--- config.mk ---
export PLATFORM = sky130hd
export DESIGN_NAME = biquad_peaking_eq_filter_flat
export DESIGN_NICKNAME = d
export VERILOG_FILES = /design/src/design/bpeq_pkg.sv /design/src/design/bpeq_if.sv /design/src/design/bpeq_seq.sv /design/src/design/bpeq_datapath.sv /design/src/design/biquad_peaking_eq_filter.sv /design/src/flat_wrapper.sv
export SDC_FILE = /design/constraint.sdc
export NUM_CORES = 2
export LEC_CHECK = 0
export BUFFER_PORTS_ARGS = -buffer_cell sky130_fd_sc_hd__buf_2
export CAP_MARGIN = 30
export CORE_ASPECT_RATIO = 2
export CORE_UTILIZATION = 35
export DETAILED_ROUTE_END_ITERATION = 10
export HOLD_SLACK_MARGIN = 0.08
export SYNTH_ARGS = -nofsm -noshare
export SYNTH_HDL_FRONTEND = slang
export SYNTH_SLANG_ARGS = --single-unit
--- constraint.sdc ---
create_clock -name clk -period 15.11 [get_ports clk]
set_clock_uncertainty 0.1 [all_clocks]
set_input_delay 3.022 -clock clk [delete_from_list [all_inputs] [get_ports clk]]
set_output_delay 3.022 -clock clk [all_outputs]
set_load 0.02 [all_outputs]
--- src/design/bpeq_pkg.sv ---
// Package for the biquad peaking EQ filter: widths, microcode types,
// register indexes and control structs shared by all design files.
// No dependencies.
`timescale 1ns / 1ps

package bpeq_pkg;

  // Default values of the top-level parameters
  localparam int SAMPLE_WIDTH_DEF   = 24;
  localparam int COEF_FRAC_BITS_DEF = 26;

  // Fixed widths: coefficients and node values are 32-bit signed
  localparam int COEF_W = 32;
  localparam int NODE_W = 32;
  localparam int PROD_W = COEF_W + NODE_W;
  // Three products plus the input term and rounding half fit with margin
  localparam int ACC_W  = PROD_W + 2;

  // Configuration port
  localparam int CFG_IDX_W = 4;
  localparam logic [CFG_IDX_W-1:0] REG_B0 = CFG_IDX_W'(0);
  localparam logic [CFG_IDX_W-1:0] REG_B2 = CFG_IDX_W'(1);
  localparam logic [CFG_IDX_W-1:0] REG_A1 = CFG_IDX_W'(2);
  localparam logic [CFG_IDX_W-1:0] REG_A2 = CFG_IDX_W'(3);

  // Microcode program counter
  localparam int PC_W = 3;

  // Multiplier operand pair
  typedef enum logic [1:0] {
    MUL_A1Z1,
    MUL_A2Z2,
    MUL_B2Z2,
    MUL_B0M
  } mul_sel_t;

  // Accumulator operation
  typedef enum logic [2:0] {
    ACC_HOLD,
    ACC_LOAD_X,
    ACC_SUB,
    ACC_LOAD_P,
    ACC_ADD
  } acc_op_t;

  // Condition that lets a step complete
  typedef enum logic [1:0] {
    COND_ALWAYS,
    COND_IN,
    COND_OUT
  } cond_t;

  // One microcode word
  typedef struct packed {
    mul_sel_t        mul_sel;
    acc_op_t         acc_op;
    logic            latch_m;
    logic            write_out;
    cond_t           cond;
    logic            jump;
    logic [PC_W-1:0] target;
  } ucode_t;

  // Sequencer to datapath
  typedef struct packed {
    ucode_t uc;
    logic   go;
    logic   in_ready;
  } ctrl_t;

  // Datapath to sequencer
  typedef struct packed {
    logic in_valid;
    logic out_free;
  } status_t;

endpackage

--- src/design/bpeq_if.sv ---
// Channel interfaces for the biquad peaking EQ filter: sample input,
// sample output and configuration write. Depends on bpeq_pkg.
`timescale 1ns / 1ps

interface bpeq_in_if #(parameter int W = bpeq_pkg::SAMPLE_WIDTH_DEF);
  logic                valid;
  logic                ready;
  logic signed [W-1:0] sample_in;
  modport source (output valid, output sample_in, input ready);
  modport sink (input valid, input sample_in, output ready);
endinterface

interface bpeq_out_if #(parameter int W = bpeq_pkg::SAMPLE_WIDTH_DEF);
  logic                valid;
  logic                ready;
  logic signed [W-1:0] sample_out;
  modport source (output valid, output sample_out, input ready);
  modport sink (input valid, input sample_out, output ready);
endinterface

interface bpeq_cfg_if;
  import bpeq_pkg::*;
  logic                        valid;
  logic                        ready;
  logic [CFG_IDX_W-1:0]        index;
  logic signed [COEF_W-1:0]    wdata;
  modport source (output valid, output index, output wdata, input ready);
  modport sink (input valid, input index, input wdata, output ready);
endinterface

--- src/design/bpeq_seq.sv ---
// Microcode sequencer: program table, step counter and jump logic.
// Depends on bpeq_pkg.
`timescale 1ns / 1ps

module bpeq_seq (
  input  logic               clk,
  input  logic               rst_n,
  input  bpeq_pkg::status_t  status,
  output bpeq_pkg::ctrl_t    ctrl
);
  import bpeq_pkg::*;

  localparam logic [PC_W-1:0] STEP_ACCEPT = PC_W'(0);
  localparam logic [PC_W-1:0] STEP_LAST   = PC_W'(5);

  logic [PC_W-1:0] pc_r, pc_nxt;
  ucode_t          uc;
  logic            go;

  // Program: node value m in steps 0..3, output y in steps 3..5
  function automatic ucode_t rom(input logic [PC_W-1:0] pc);
    ucode_t w;
    case (pc)
      PC_W'(0): w = '{MUL_A1Z1, ACC_LOAD_X, 1'b0, 1'b0, COND_IN,     1'b0, STEP_ACCEPT};
      PC_W'(1): w = '{MUL_A2Z2, ACC_SUB,    1'b0, 1'b0, COND_ALWAYS, 1'b0, STEP_ACCEPT};
      PC_W'(2): w = '{MUL_A1Z1, ACC_SUB,    1'b0, 1'b0, COND_ALWAYS, 1'b0, STEP_ACCEPT};
      PC_W'(3): w = '{MUL_B2Z2, ACC_LOAD_P, 1'b1, 1'b0, COND_ALWAYS, 1'b0, STEP_ACCEPT};
      PC_W'(4): w = '{MUL_B0M,  ACC_ADD,    1'b0, 1'b0, COND_ALWAYS, 1'b0, STEP_ACCEPT};
      PC_W'(5): w = '{MUL_B0M,  ACC_ADD,    1'b0, 1'b1, COND_OUT,    1'b1, STEP_ACCEPT};
      default:  w = '{MUL_A1Z1, ACC_HOLD,   1'b0, 1'b0, COND_ALWAYS, 1'b1, STEP_ACCEPT};
    endcase
    return w;
  endfunction

  // Step completion condition
  always_comb begin
    uc = rom(pc_r);
    case (uc.cond)
      COND_ALWAYS: go = 1'b1;
      COND_IN:     go = status.in_valid;
      COND_OUT:    go = status.out_free;
      default:     go = 1'b0;
    endcase
  end

  // Next step
  always_comb begin
    pc_nxt = pc_r;
    if (go) begin
      pc_nxt = uc.jump ? uc.target : pc_r + PC_W'(1);
    end
  end

  always_ff @(posedge clk) begin
    if (!rst_n) begin
      pc_r <= STEP_ACCEPT;
    end else begin
      pc_r <= pc_nxt;
    end
  end

  assign ctrl.uc       = uc;
  assign ctrl.go       = go;
  assign ctrl.in_ready = (uc.cond == COND_IN);

`ifndef SYNTHESIS
  a_ready_at_accept_step: assert property (@(posedge clk) disable iff (!rst_n)
    ctrl.in_ready |-> (pc_r == STEP_ACCEPT))
    else $error("input ready outside the accept step");
  a_back_to_accept: assert property (@(posedge clk) disable iff (!rst_n)
    (go && uc.write_out) |=> (pc_r == STEP_ACCEPT))
    else $error("sequencer did not return after the output write");
  a_pc_in_program: assert property (@(posedge clk) disable iff (!rst_n)
    pc_r <= STEP_LAST)
    else $error("step counter left the program");
`endif

endmodule

--- src/design/bpeq_datapath.sv ---
// Datapath: coefficient registers, shared 32x32 multiplier, accumulator,
// node delay registers and output register. Depends on bpeq_pkg, bpeq_if.
`timescale 1ns / 1ps

module bpeq_datapath #(
  parameter int SAMPLE_WIDTH   = bpeq_pkg::SAMPLE_WIDTH_DEF,
  parameter int COEF_FRAC_BITS = bpeq_pkg::COEF_FRAC_BITS_DEF
) (
  input  logic              clk,
  input  logic              rst_n,
  input  bpeq_pkg::ctrl_t   ctrl,
  output bpeq_pkg::status_t status,
  bpeq_in_if.sink           in_chan,
  bpeq_out_if.source        out_chan,
  bpeq_cfg_if.sink          cfg_chan
);
  import bpeq_pkg::*;

  localparam logic signed [COEF_W-1:0] B0_RESET = COEF_W'(1) <<< COEF_FRAC_BITS;
  localparam logic signed [ACC_W-1:0]  HALF     = ACC_W'(1) <<< (COEF_FRAC_BITS - 1);
  localparam logic signed [ACC_W-1:0]  NODE_MAX =
    $signed({{(ACC_W-NODE_W+1){1'b0}}, {(NODE_W-1){1'b1}}});
  localparam logic signed [ACC_W-1:0]  NODE_MIN =
    $signed({{(ACC_W-NODE_W+1){1'b1}}, {(NODE_W-1){1'b0}}});
  localparam logic signed [ACC_W-1:0]  OUT_MAX  =
    $signed({{(ACC_W-SAMPLE_WIDTH+1){1'b0}}, {(SAMPLE_WIDTH-1){1'b1}}});
  localparam logic signed [ACC_W-1:0]  OUT_MIN  =
    $signed({{(ACC_W-SAMPLE_WIDTH+1){1'b1}}, {(SAMPLE_WIDTH-1){1'b0}}});

  logic signed [COEF_W-1:0]       b0_r, b2_r, a1_r, a2_r;
  logic signed [NODE_W-1:0]       z1_r, z2_r, m_r;
  logic signed [COEF_W-1:0]       mul_a;
  logic signed [NODE_W-1:0]       mul_b;
  logic signed [PROD_W-1:0]       prod_r;
  logic signed [ACC_W-1:0]        prod_ext, x_ext;
  logic signed [ACC_W-1:0]        acc_r, acc_nxt;
  logic signed [ACC_W-1:0]        m_shift, y_shift;
  logic signed [NODE_W-1:0]       m_sat;
  logic signed [SAMPLE_WIDTH-1:0] y_sat;
  logic signed [SAMPLE_WIDTH-1:0] out_data_r;
  logic                           out_valid_r;
  logic                           write_go;

  assign write_go = ctrl.go && ctrl.uc.write_out;

  // Configuration writes; unknown indexes are dropped
  assign cfg_chan.ready = 1'b1;

  always_ff @(posedge clk) begin
    if (!rst_n) begin
      b0_r <= B0_RESET;
      b2_r <= '0;
      a1_r <= '0;
      a2_r <= '0;
    end else if (cfg_chan.valid) begin
      case (cfg_chan.index)
        REG_B0:  b0_r <= cfg_chan.wdata;
        REG_B2:  b2_r <= cfg_chan.wdata;
        REG_A1:  a1_r <= cfg_chan.wdata;
        REG_A2:  a2_r <= cfg_chan.wdata;
        default: ;
      endcase
    end
  end

  // Shared multiplier with registered product
  always_comb begin
    case (ctrl.uc.mul_sel)
      MUL_A1Z1: begin mul_a = a1_r; mul_b = z1_r; end
      MUL_A2Z2: begin mul_a = a2_r; mul_b = z2_r; end
      MUL_B2Z2: begin mul_a = b2_r; mul_b = z2_r; end
      MUL_B0M:  begin mul_a = b0_r; mul_b = m_r;  end
      default:  begin mul_a = a1_r; mul_b = z1_r; end
    endcase
  end

  always_ff @(posedge clk) begin
    prod_r <= mul_a * mul_b;
  end

  assign prod_ext = {{(ACC_W-PROD_W){prod_r[PROD_W-1]}}, prod_r};
  assign x_ext    = {{(ACC_W-SAMPLE_WIDTH){in_chan.sample_in[SAMPLE_WIDTH-1]}},
                     in_chan.sample_in};

  // Accumulator
  always_comb begin
    acc_nxt = acc_r;
    if (ctrl.go) begin
      case (ctrl.uc.acc_op)
        ACC_HOLD:   acc_nxt = acc_r;
        ACC_LOAD_X: acc_nxt = (x_ext <<< COEF_FRAC_BITS) + HALF;
        ACC_SUB:    acc_nxt = acc_r - prod_ext;
        ACC_LOAD_P: acc_nxt = HALF + prod_ext;
        ACC_ADD:    acc_nxt = acc_r + prod_ext;
        default:    acc_nxt = acc_r;
      endcase
    end
  end

  always_ff @(posedge clk) begin
    acc_r <= acc_nxt;
  end

  // Node value: floor shift of the rounded sum, saturated to 32 bits
  always_comb begin
    m_shift = acc_r >>> COEF_FRAC_BITS;
    if (m_shift > NODE_MAX) begin
      m_sat = NODE_MAX[NODE_W-1:0];
    end else if (m_shift < NODE_MIN) begin
      m_sat = NODE_MIN[NODE_W-1:0];
    end else begin
      m_sat = m_shift[NODE_W-1:0];
    end
  end

  // Output: final sum taken straight from the accumulator input
  always_comb begin
    y_shift = acc_nxt >>> COEF_FRAC_BITS;
    if (y_shift > OUT_MAX) begin
      y_sat = OUT_MAX[SAMPLE_WIDTH-1:0];
    end else if (y_shift < OUT_MIN) begin
      y_sat = OUT_MIN[SAMPLE_WIDTH-1:0];
    end else begin
      y_sat = y_shift[SAMPLE_WIDTH-1:0];
    end
  end

  // Node value latch and delay line
  always_ff @(posedge clk) begin
    if (ctrl.go && ctrl.uc.latch_m) begin
      m_r <= m_sat;
    end
  end

  always_ff @(posedge clk) begin
    if (!rst_n) begin
      z1_r <= '0;
      z2_r <= '0;
    end else if (write_go) begin
      z2_r <= z1_r;
      z1_r <= m_r;
    end
  end

  // Output register
  always_ff @(posedge clk) begin
    if (!rst_n) begin
      out_valid_r <= 1'b0;
    end else if (write_go) begin
      out_valid_r <= 1'b1;
    end else if (out_chan.ready) begin
      out_valid_r <= 1'b0;
    end
  end

  always_ff @(posedge clk) begin
    if (write_go) begin
      out_data_r <= y_sat;
    end
  end

  assign out_chan.valid      = out_valid_r;
  assign out_chan.sample_out = out_data_r;
  assign in_chan.ready       = ctrl.in_ready;

  assign status.in_valid = in_chan.valid;
  assign status.out_free = !out_valid_r || out_chan.ready;

`ifndef SYNTHESIS
  a_write_sets_valid: assert property (@(posedge clk) disable iff (!rst_n)
    write_go |=> out_valid_r)
    else $error("output write did not raise valid");
  a_delay_shift: assert property (@(posedge clk) disable iff (!rst_n)
    write_go |=> (z2_r == $past(z1_r)) && (z1_r == $past(m_r)))
    else $error("node delay line did not shift");
  a_no_overwrite: assert property (@(posedge clk) disable iff (!rst_n)
    write_go |-> (!out_valid_r || out_chan.ready))
    else $error("output overwritten before transfer");
`endif

endmodule

--- src/design/biquad_peaking_eq_filter.sv ---
// Top level of the biquad peaking EQ filter: microcode sequencer and
// datapath. Depends on bpeq_pkg, bpeq_if, bpeq_seq, bpeq_datapath.
`timescale 1ns / 1ps

// Direct form II biquad, one output sample per input sample. A six-step
// microcode program drives a single 32x32 multiplier (product registered)
// and an accumulator, and the five products per sample pass through that
// multiplier one per step. The input transfer happens in the first step;
// the last step waits while a previous result is still held in the output
// register and not taken. Coefficients are signed Q6.26 (b1 equals a1);
// the user must write them through the configuration port only while no
// sample is in flight, as the block does not enforce this. After reset the
// filter is a passthrough. Node values saturate to 32 bits, outputs to the
// sample width, with sums rounded to nearest, halves upward.
module biquad_peaking_eq_filter #(
  parameter int SAMPLE_WIDTH   = bpeq_pkg::SAMPLE_WIDTH_DEF,
  parameter int COEF_FRAC_BITS = bpeq_pkg::COEF_FRAC_BITS_DEF
) (
  input  logic        clk,
  input  logic        rst_n,
  bpeq_in_if.sink     in_chan,
  bpeq_out_if.source  out_chan,
  bpeq_cfg_if.sink    cfg_chan
);
  import bpeq_pkg::*;

  ctrl_t   ctrl;
  status_t status;

  bpeq_seq u_seq (
    .clk    (clk),
    .rst_n  (rst_n),
    .status (status),
    .ctrl   (ctrl)
  );

  bpeq_datapath #(
    .SAMPLE_WIDTH   (SAMPLE_WIDTH),
    .COEF_FRAC_BITS (COEF_FRAC_BITS)
  ) u_datapath (
    .clk      (clk),
    .rst_n    (rst_n),
    .ctrl     (ctrl),
    .status   (status),
    .in_chan  (in_chan),
    .out_chan (out_chan),
    .cfg_chan (cfg_chan)
  );

endmodule
--- src/flat_wrapper.sv ---
// flat-port wrapper written by rule: the top's interface ports become plain ports
module biquad_peaking_eq_filter_flat import bpeq_pkg::*;
#(
  parameter int SAMPLE_WIDTH   = bpeq_pkg::SAMPLE_WIDTH_DEF,
  parameter int COEF_FRAC_BITS = bpeq_pkg::COEF_FRAC_BITS_DEF
)
  (clk, rst_n, in_chan_valid, in_chan_sample_in, in_chan_ready, out_chan_valid, out_chan_sample_out, out_chan_ready, cfg_chan_valid, cfg_chan_index, cfg_chan_wdata, cfg_chan_ready);
  bpeq_in_if in_chan_i ();
  bpeq_out_if out_chan_i ();
  bpeq_cfg_if cfg_chan_i ();
  input  logic clk;
  input  logic rst_n;
  input wire logic [$bits(in_chan_i.valid)-1:0] in_chan_valid;
  input wire logic [$bits(in_chan_i.sample_in)-1:0] in_chan_sample_in;
  output wire logic [$bits(in_chan_i.ready)-1:0] in_chan_ready;
  output wire logic [$bits(out_chan_i.valid)-1:0] out_chan_valid;
  output wire logic [$bits(out_chan_i.sample_out)-1:0] out_chan_sample_out;
  input wire logic [$bits(out_chan_i.ready)-1:0] out_chan_ready;
  input wire logic [$bits(cfg_chan_i.valid)-1:0] cfg_chan_valid;
  input wire logic [$bits(cfg_chan_i.index)-1:0] cfg_chan_index;
  input wire logic [$bits(cfg_chan_i.wdata)-1:0] cfg_chan_wdata;
  output wire logic [$bits(cfg_chan_i.ready)-1:0] cfg_chan_ready;
  assign in_chan_i.valid = in_chan_valid;
  assign in_chan_i.sample_in = in_chan_sample_in;
  assign in_chan_ready = in_chan_i.ready;
  assign out_chan_valid = out_chan_i.valid;
  assign out_chan_sample_out = out_chan_i.sample_out;
  assign out_chan_i.ready = out_chan_ready;
  assign cfg_chan_i.valid = cfg_chan_valid;
  assign cfg_chan_i.index = cfg_chan_index;
  assign cfg_chan_i.wdata = cfg_chan_wdata;
  assign cfg_chan_ready = cfg_chan_i.ready;
  biquad_peaking_eq_filter #(.SAMPLE_WIDTH(SAMPLE_WIDTH), .COEF_FRAC_BITS(COEF_FRAC_BITS)) u_core (.clk(clk), .rst_n(rst_n), .in_chan(in_chan_i), .out_chan(out_chan_i), .cfg_chan(cfg_chan_i));
endmodule
==> reports/summary.txt <==
Max Cap Violations -> 0
Placed cell area -> 59,700 um^2
Routed length on met2 -> 128,000 um
Clk root buf -> clkbuf_16
Register bit total from synthesis -> 382
CP top delay family -> adder cells
Setup WS pre-CTS -> 2.97 ns
Vias in the first global route -> 51,100
NetSw -> 5.07 mW
Clock share of power -> 11.7%
Dpl hpwl -> 198,000 um
Hold Crit Class -> reg2reg
Worst-path clk slew -> 0.10 ns
Commonest non-fill, non-tap cell in the layout -> nand2_1
Initial Utilization -> 35.3%
Critical path arrival -> 12.75 ns
Layout cell share with drive strength beyond 1 -> 6.25%
Critical Path RT -> 15.51 ns
Num CTS Buffers -> 37
Hold Slack -> 0.360 ns
Sw Ratio -> 57.2%
Sequential element share of the synthesized area -> 14.9%
PwrDens -> 145 nW/um^2
Sequential power share -> 16.0%
Tcrit/Tclk final -> 81.7%
Postcts setup bufs -> 0
Status -> completed
DRC violations left -> 0
I/O pin cnt -> 92
Post-synth EDFFs -> 82
Post-layout min period -> 12.34 ns
FMAX -> 81.0 MHz
Max Fanout on Critical Path -> 18
Synth top area cells -> fa_1 38%, dfxtp_1 11%, nand2_1 7.8%
Antenna viol nets, final -> 0
Crit path max-delay cell type -> nor3_1
CP endpoint kind -> register
CTS H-tree lvls -> 2
Syn Inst Count -> 6,576
Post-synth ARST share -> 0%
RSZ-0062 raised after global routing -> false
Syn Area/Cell -> 8.64 um^2
Synth Warn # -> 0
Final GP Congestion -> 1.05
Grt ovf -> 0
Top routing layer in use -> met5
Total Routing Usage GR -> 30.5%
Placement Rows -> 208
Post-CTS Resized -> 0
Actual slew at the worst max-slew pin -> 1.12 ns
Worst path bufs/invs -> 8
Horiz. Die Dim -> 287 um
Max-slew violations -> 0
Initial antenna violation count -> 36
Design area -> 61,100 um^2
Post-synthesis cell type count -> 94
CP max stage delay -> 0.82 ns
Chip height -> 572 um
CTS max path bufs -> 3
Met3 Routed Length -> 13,600 um
DR iter-0 viols -> 3,520
Wire per inst -> 28.7 um
Ys flop type -> dfxtp_1
Worst skew pair latency -> 0.63 ns
Final Net Count -> 7,871
DIE AREA -> 164,000 um^2
Vias -> 47,400
Kind of critical path -> reg2reg
CP most frequent cell -> fa_1
Core ar. -> 161,000 um^2
Metal-1 WL -> 74,800 um
Combinational share of power -> 72.3%
Internal -> 3.80 mW
First-pass GRT wire length -> 355,000 um
P_leak -> 27.9 nW
Max-slew headroom at the worst pin -> 24.6%
Final setup margin -> 2.77 ns
Synth area leader -> fa_1
TritonRoute pass-1 iters -> 6
Vias per Instance -> 5.50
Number of buffers inserted by port buffering -> 90
Most frequent cells in the layout -> 1,175 x nand2_1, 1,083 x fa_1, 1,038 x inv_1
Syn-to-layout area delta -> 7.53%
Worst Setup Start Kind -> register
Final hold violation count -> 0
Post-Route WL -> 247,000 um
Synthesized net count -> 7,982
Cts hold-fix bufs -> 0
Share of the synthesized area in the top cell type -> 38.1%
Largest net degree at the start of global routing -> 97
CTS tree -> yes
Max VDD drop -> 0.295 mV
Clk sinks -> 382
Fin Setup TNS -> 0 ns
Synthesized cell area -> 56,800 um^2
Setup Viol. Count Final -> 0
## layer usage
metal,GRT usage (%),vias up
met4,30.9,6
li1,-,20200
met1,28.7,24100
met3,4.44,922
met5,0,-
met2,55.0,2114
## worst paths after layout
kind / slack (ns) / end / depth (start not counted) / from
max: 2.77 / u_core.u_datapath.prod_r[60] / 36 / u_core.u_seq.pc_r[2]
min: 0.36 / u_core.u_datapath.z2_r[12] / 2 / u_core.u_datapath.z1_r[12]
max reg2reg: 2.77 / u_core.u_datapath.prod_r[60] / 36 / u_core.u_seq.pc_r[2]
min reg2reg: 0.36 / u_core.u_datapath.z2_r[12] / 2 / u_core.u_datapath.z1_r[12]
## sequential cells by signal (all words and copies together) (netlist names)
name and flops:
u_core.u_datapath.a2_r 32, u_core.u_datapath.m_r 32, u_core.u_datapath.out_chan.valid 1, u_core.u_datapath.out_chan.sample_out 24
u_core.u_seq.pc_r 3, u_core.u_datapath.a1_r 32, u_core.u_datapath.prod_r 64, u_core.u_datapath.acc_r 66
u_core.u_datapath.z1_r 32, u_core.u_datapath.b2_r 32, u_core.u_datapath.z2_r 32, u_core.u_datapath.b0_r 32
## power by group through the flow
stage               Combinational, mW  Clock (mW)  Sequential, mW
floorplan                        4.06           0            1.31
finish                           6.41        1.04            1.42
global placement                 6.26           0            1.43
CTS                              6.29        1.06            1.41
global route                     6.78        1.08            1.43
detailed placement               6.25           0            1.43
## layout make-up
type	count	area, um^2
multi-input combinational	4768	43000
clock buffer	44	1030
clock inverter	23	228
fill	16600	99700
tap	2100	2630
sequential	382	8470
antenna	22	55.1
inverter	1041	3910
timing repair buffer	235	1780
## worst min-delay path, stage by stage, from the launching register on
cell,delay [ns]
dfxtp_1,0.32
nand2_1,0.05
a21boi_0,0.06
## metrics by stage
step / util (%) / std cells / power, mW
4_1_cts: 37.9 / 8589 / 8.76
6_report: 38.0 / 8615 / 8.86
3_3_place_gp: 37.0 / 8510 / 7.69
5_1_grt: 38.0 / 8607 / 9.28
3_5_place_dp: 37.1 / 8522 / 7.68
2_1_floorplan: - / 6576 / 5.38
## cell usage after synthesis, types with 6 or more instances
master    instances
o21bai_1         19
or2_2            12
clkbuf_8          7
o22ai_1           9
buf_1            25
or3_1            21
o21ai_2          21
nand2_1        1184
nor2b_1          16
a222oi_1         22
o21ai_0         159
dfxtp_1         300
and3_1           18
xnor2_1         138
o31ai_1          19
a21boi_0        201
xor2_1           79
a31oi_1          19
o21ai_1           7
nor2_1          644
o41ai_1           6
a221oi_1          8
nor3b_1          39
fa_1           1083
a211oi_1         10
o21a_1           25
nor4_1           18
a21oi_1         241
a221o_1          33
a21o_1          101
and4_1           16
inv_1          1039
nand2b_1         20
edfxtp_1         82
and2_1           64
o211ai_1         10
ha_1            258
nand4_1          57
nand3_1          53
clkbuf_1        336
nor3_1           42
nand4b_1          6
## cells by family after synthesis
group	after synthesis	synth area share (%)
AND/OR/NAND/NOR	2240	16.7
buffers and inverters	1426	9.71
adder cells (fa/ha/maj)	1341	43.8
AO/OA/AOI/OAI	962	11.4
flip-flops	382	14.9
XOR/XNOR	217	3.34
multiplexers	7	0.132
other	1	0.00660
No activity file was read; power rests on OpenSTA's default activity.
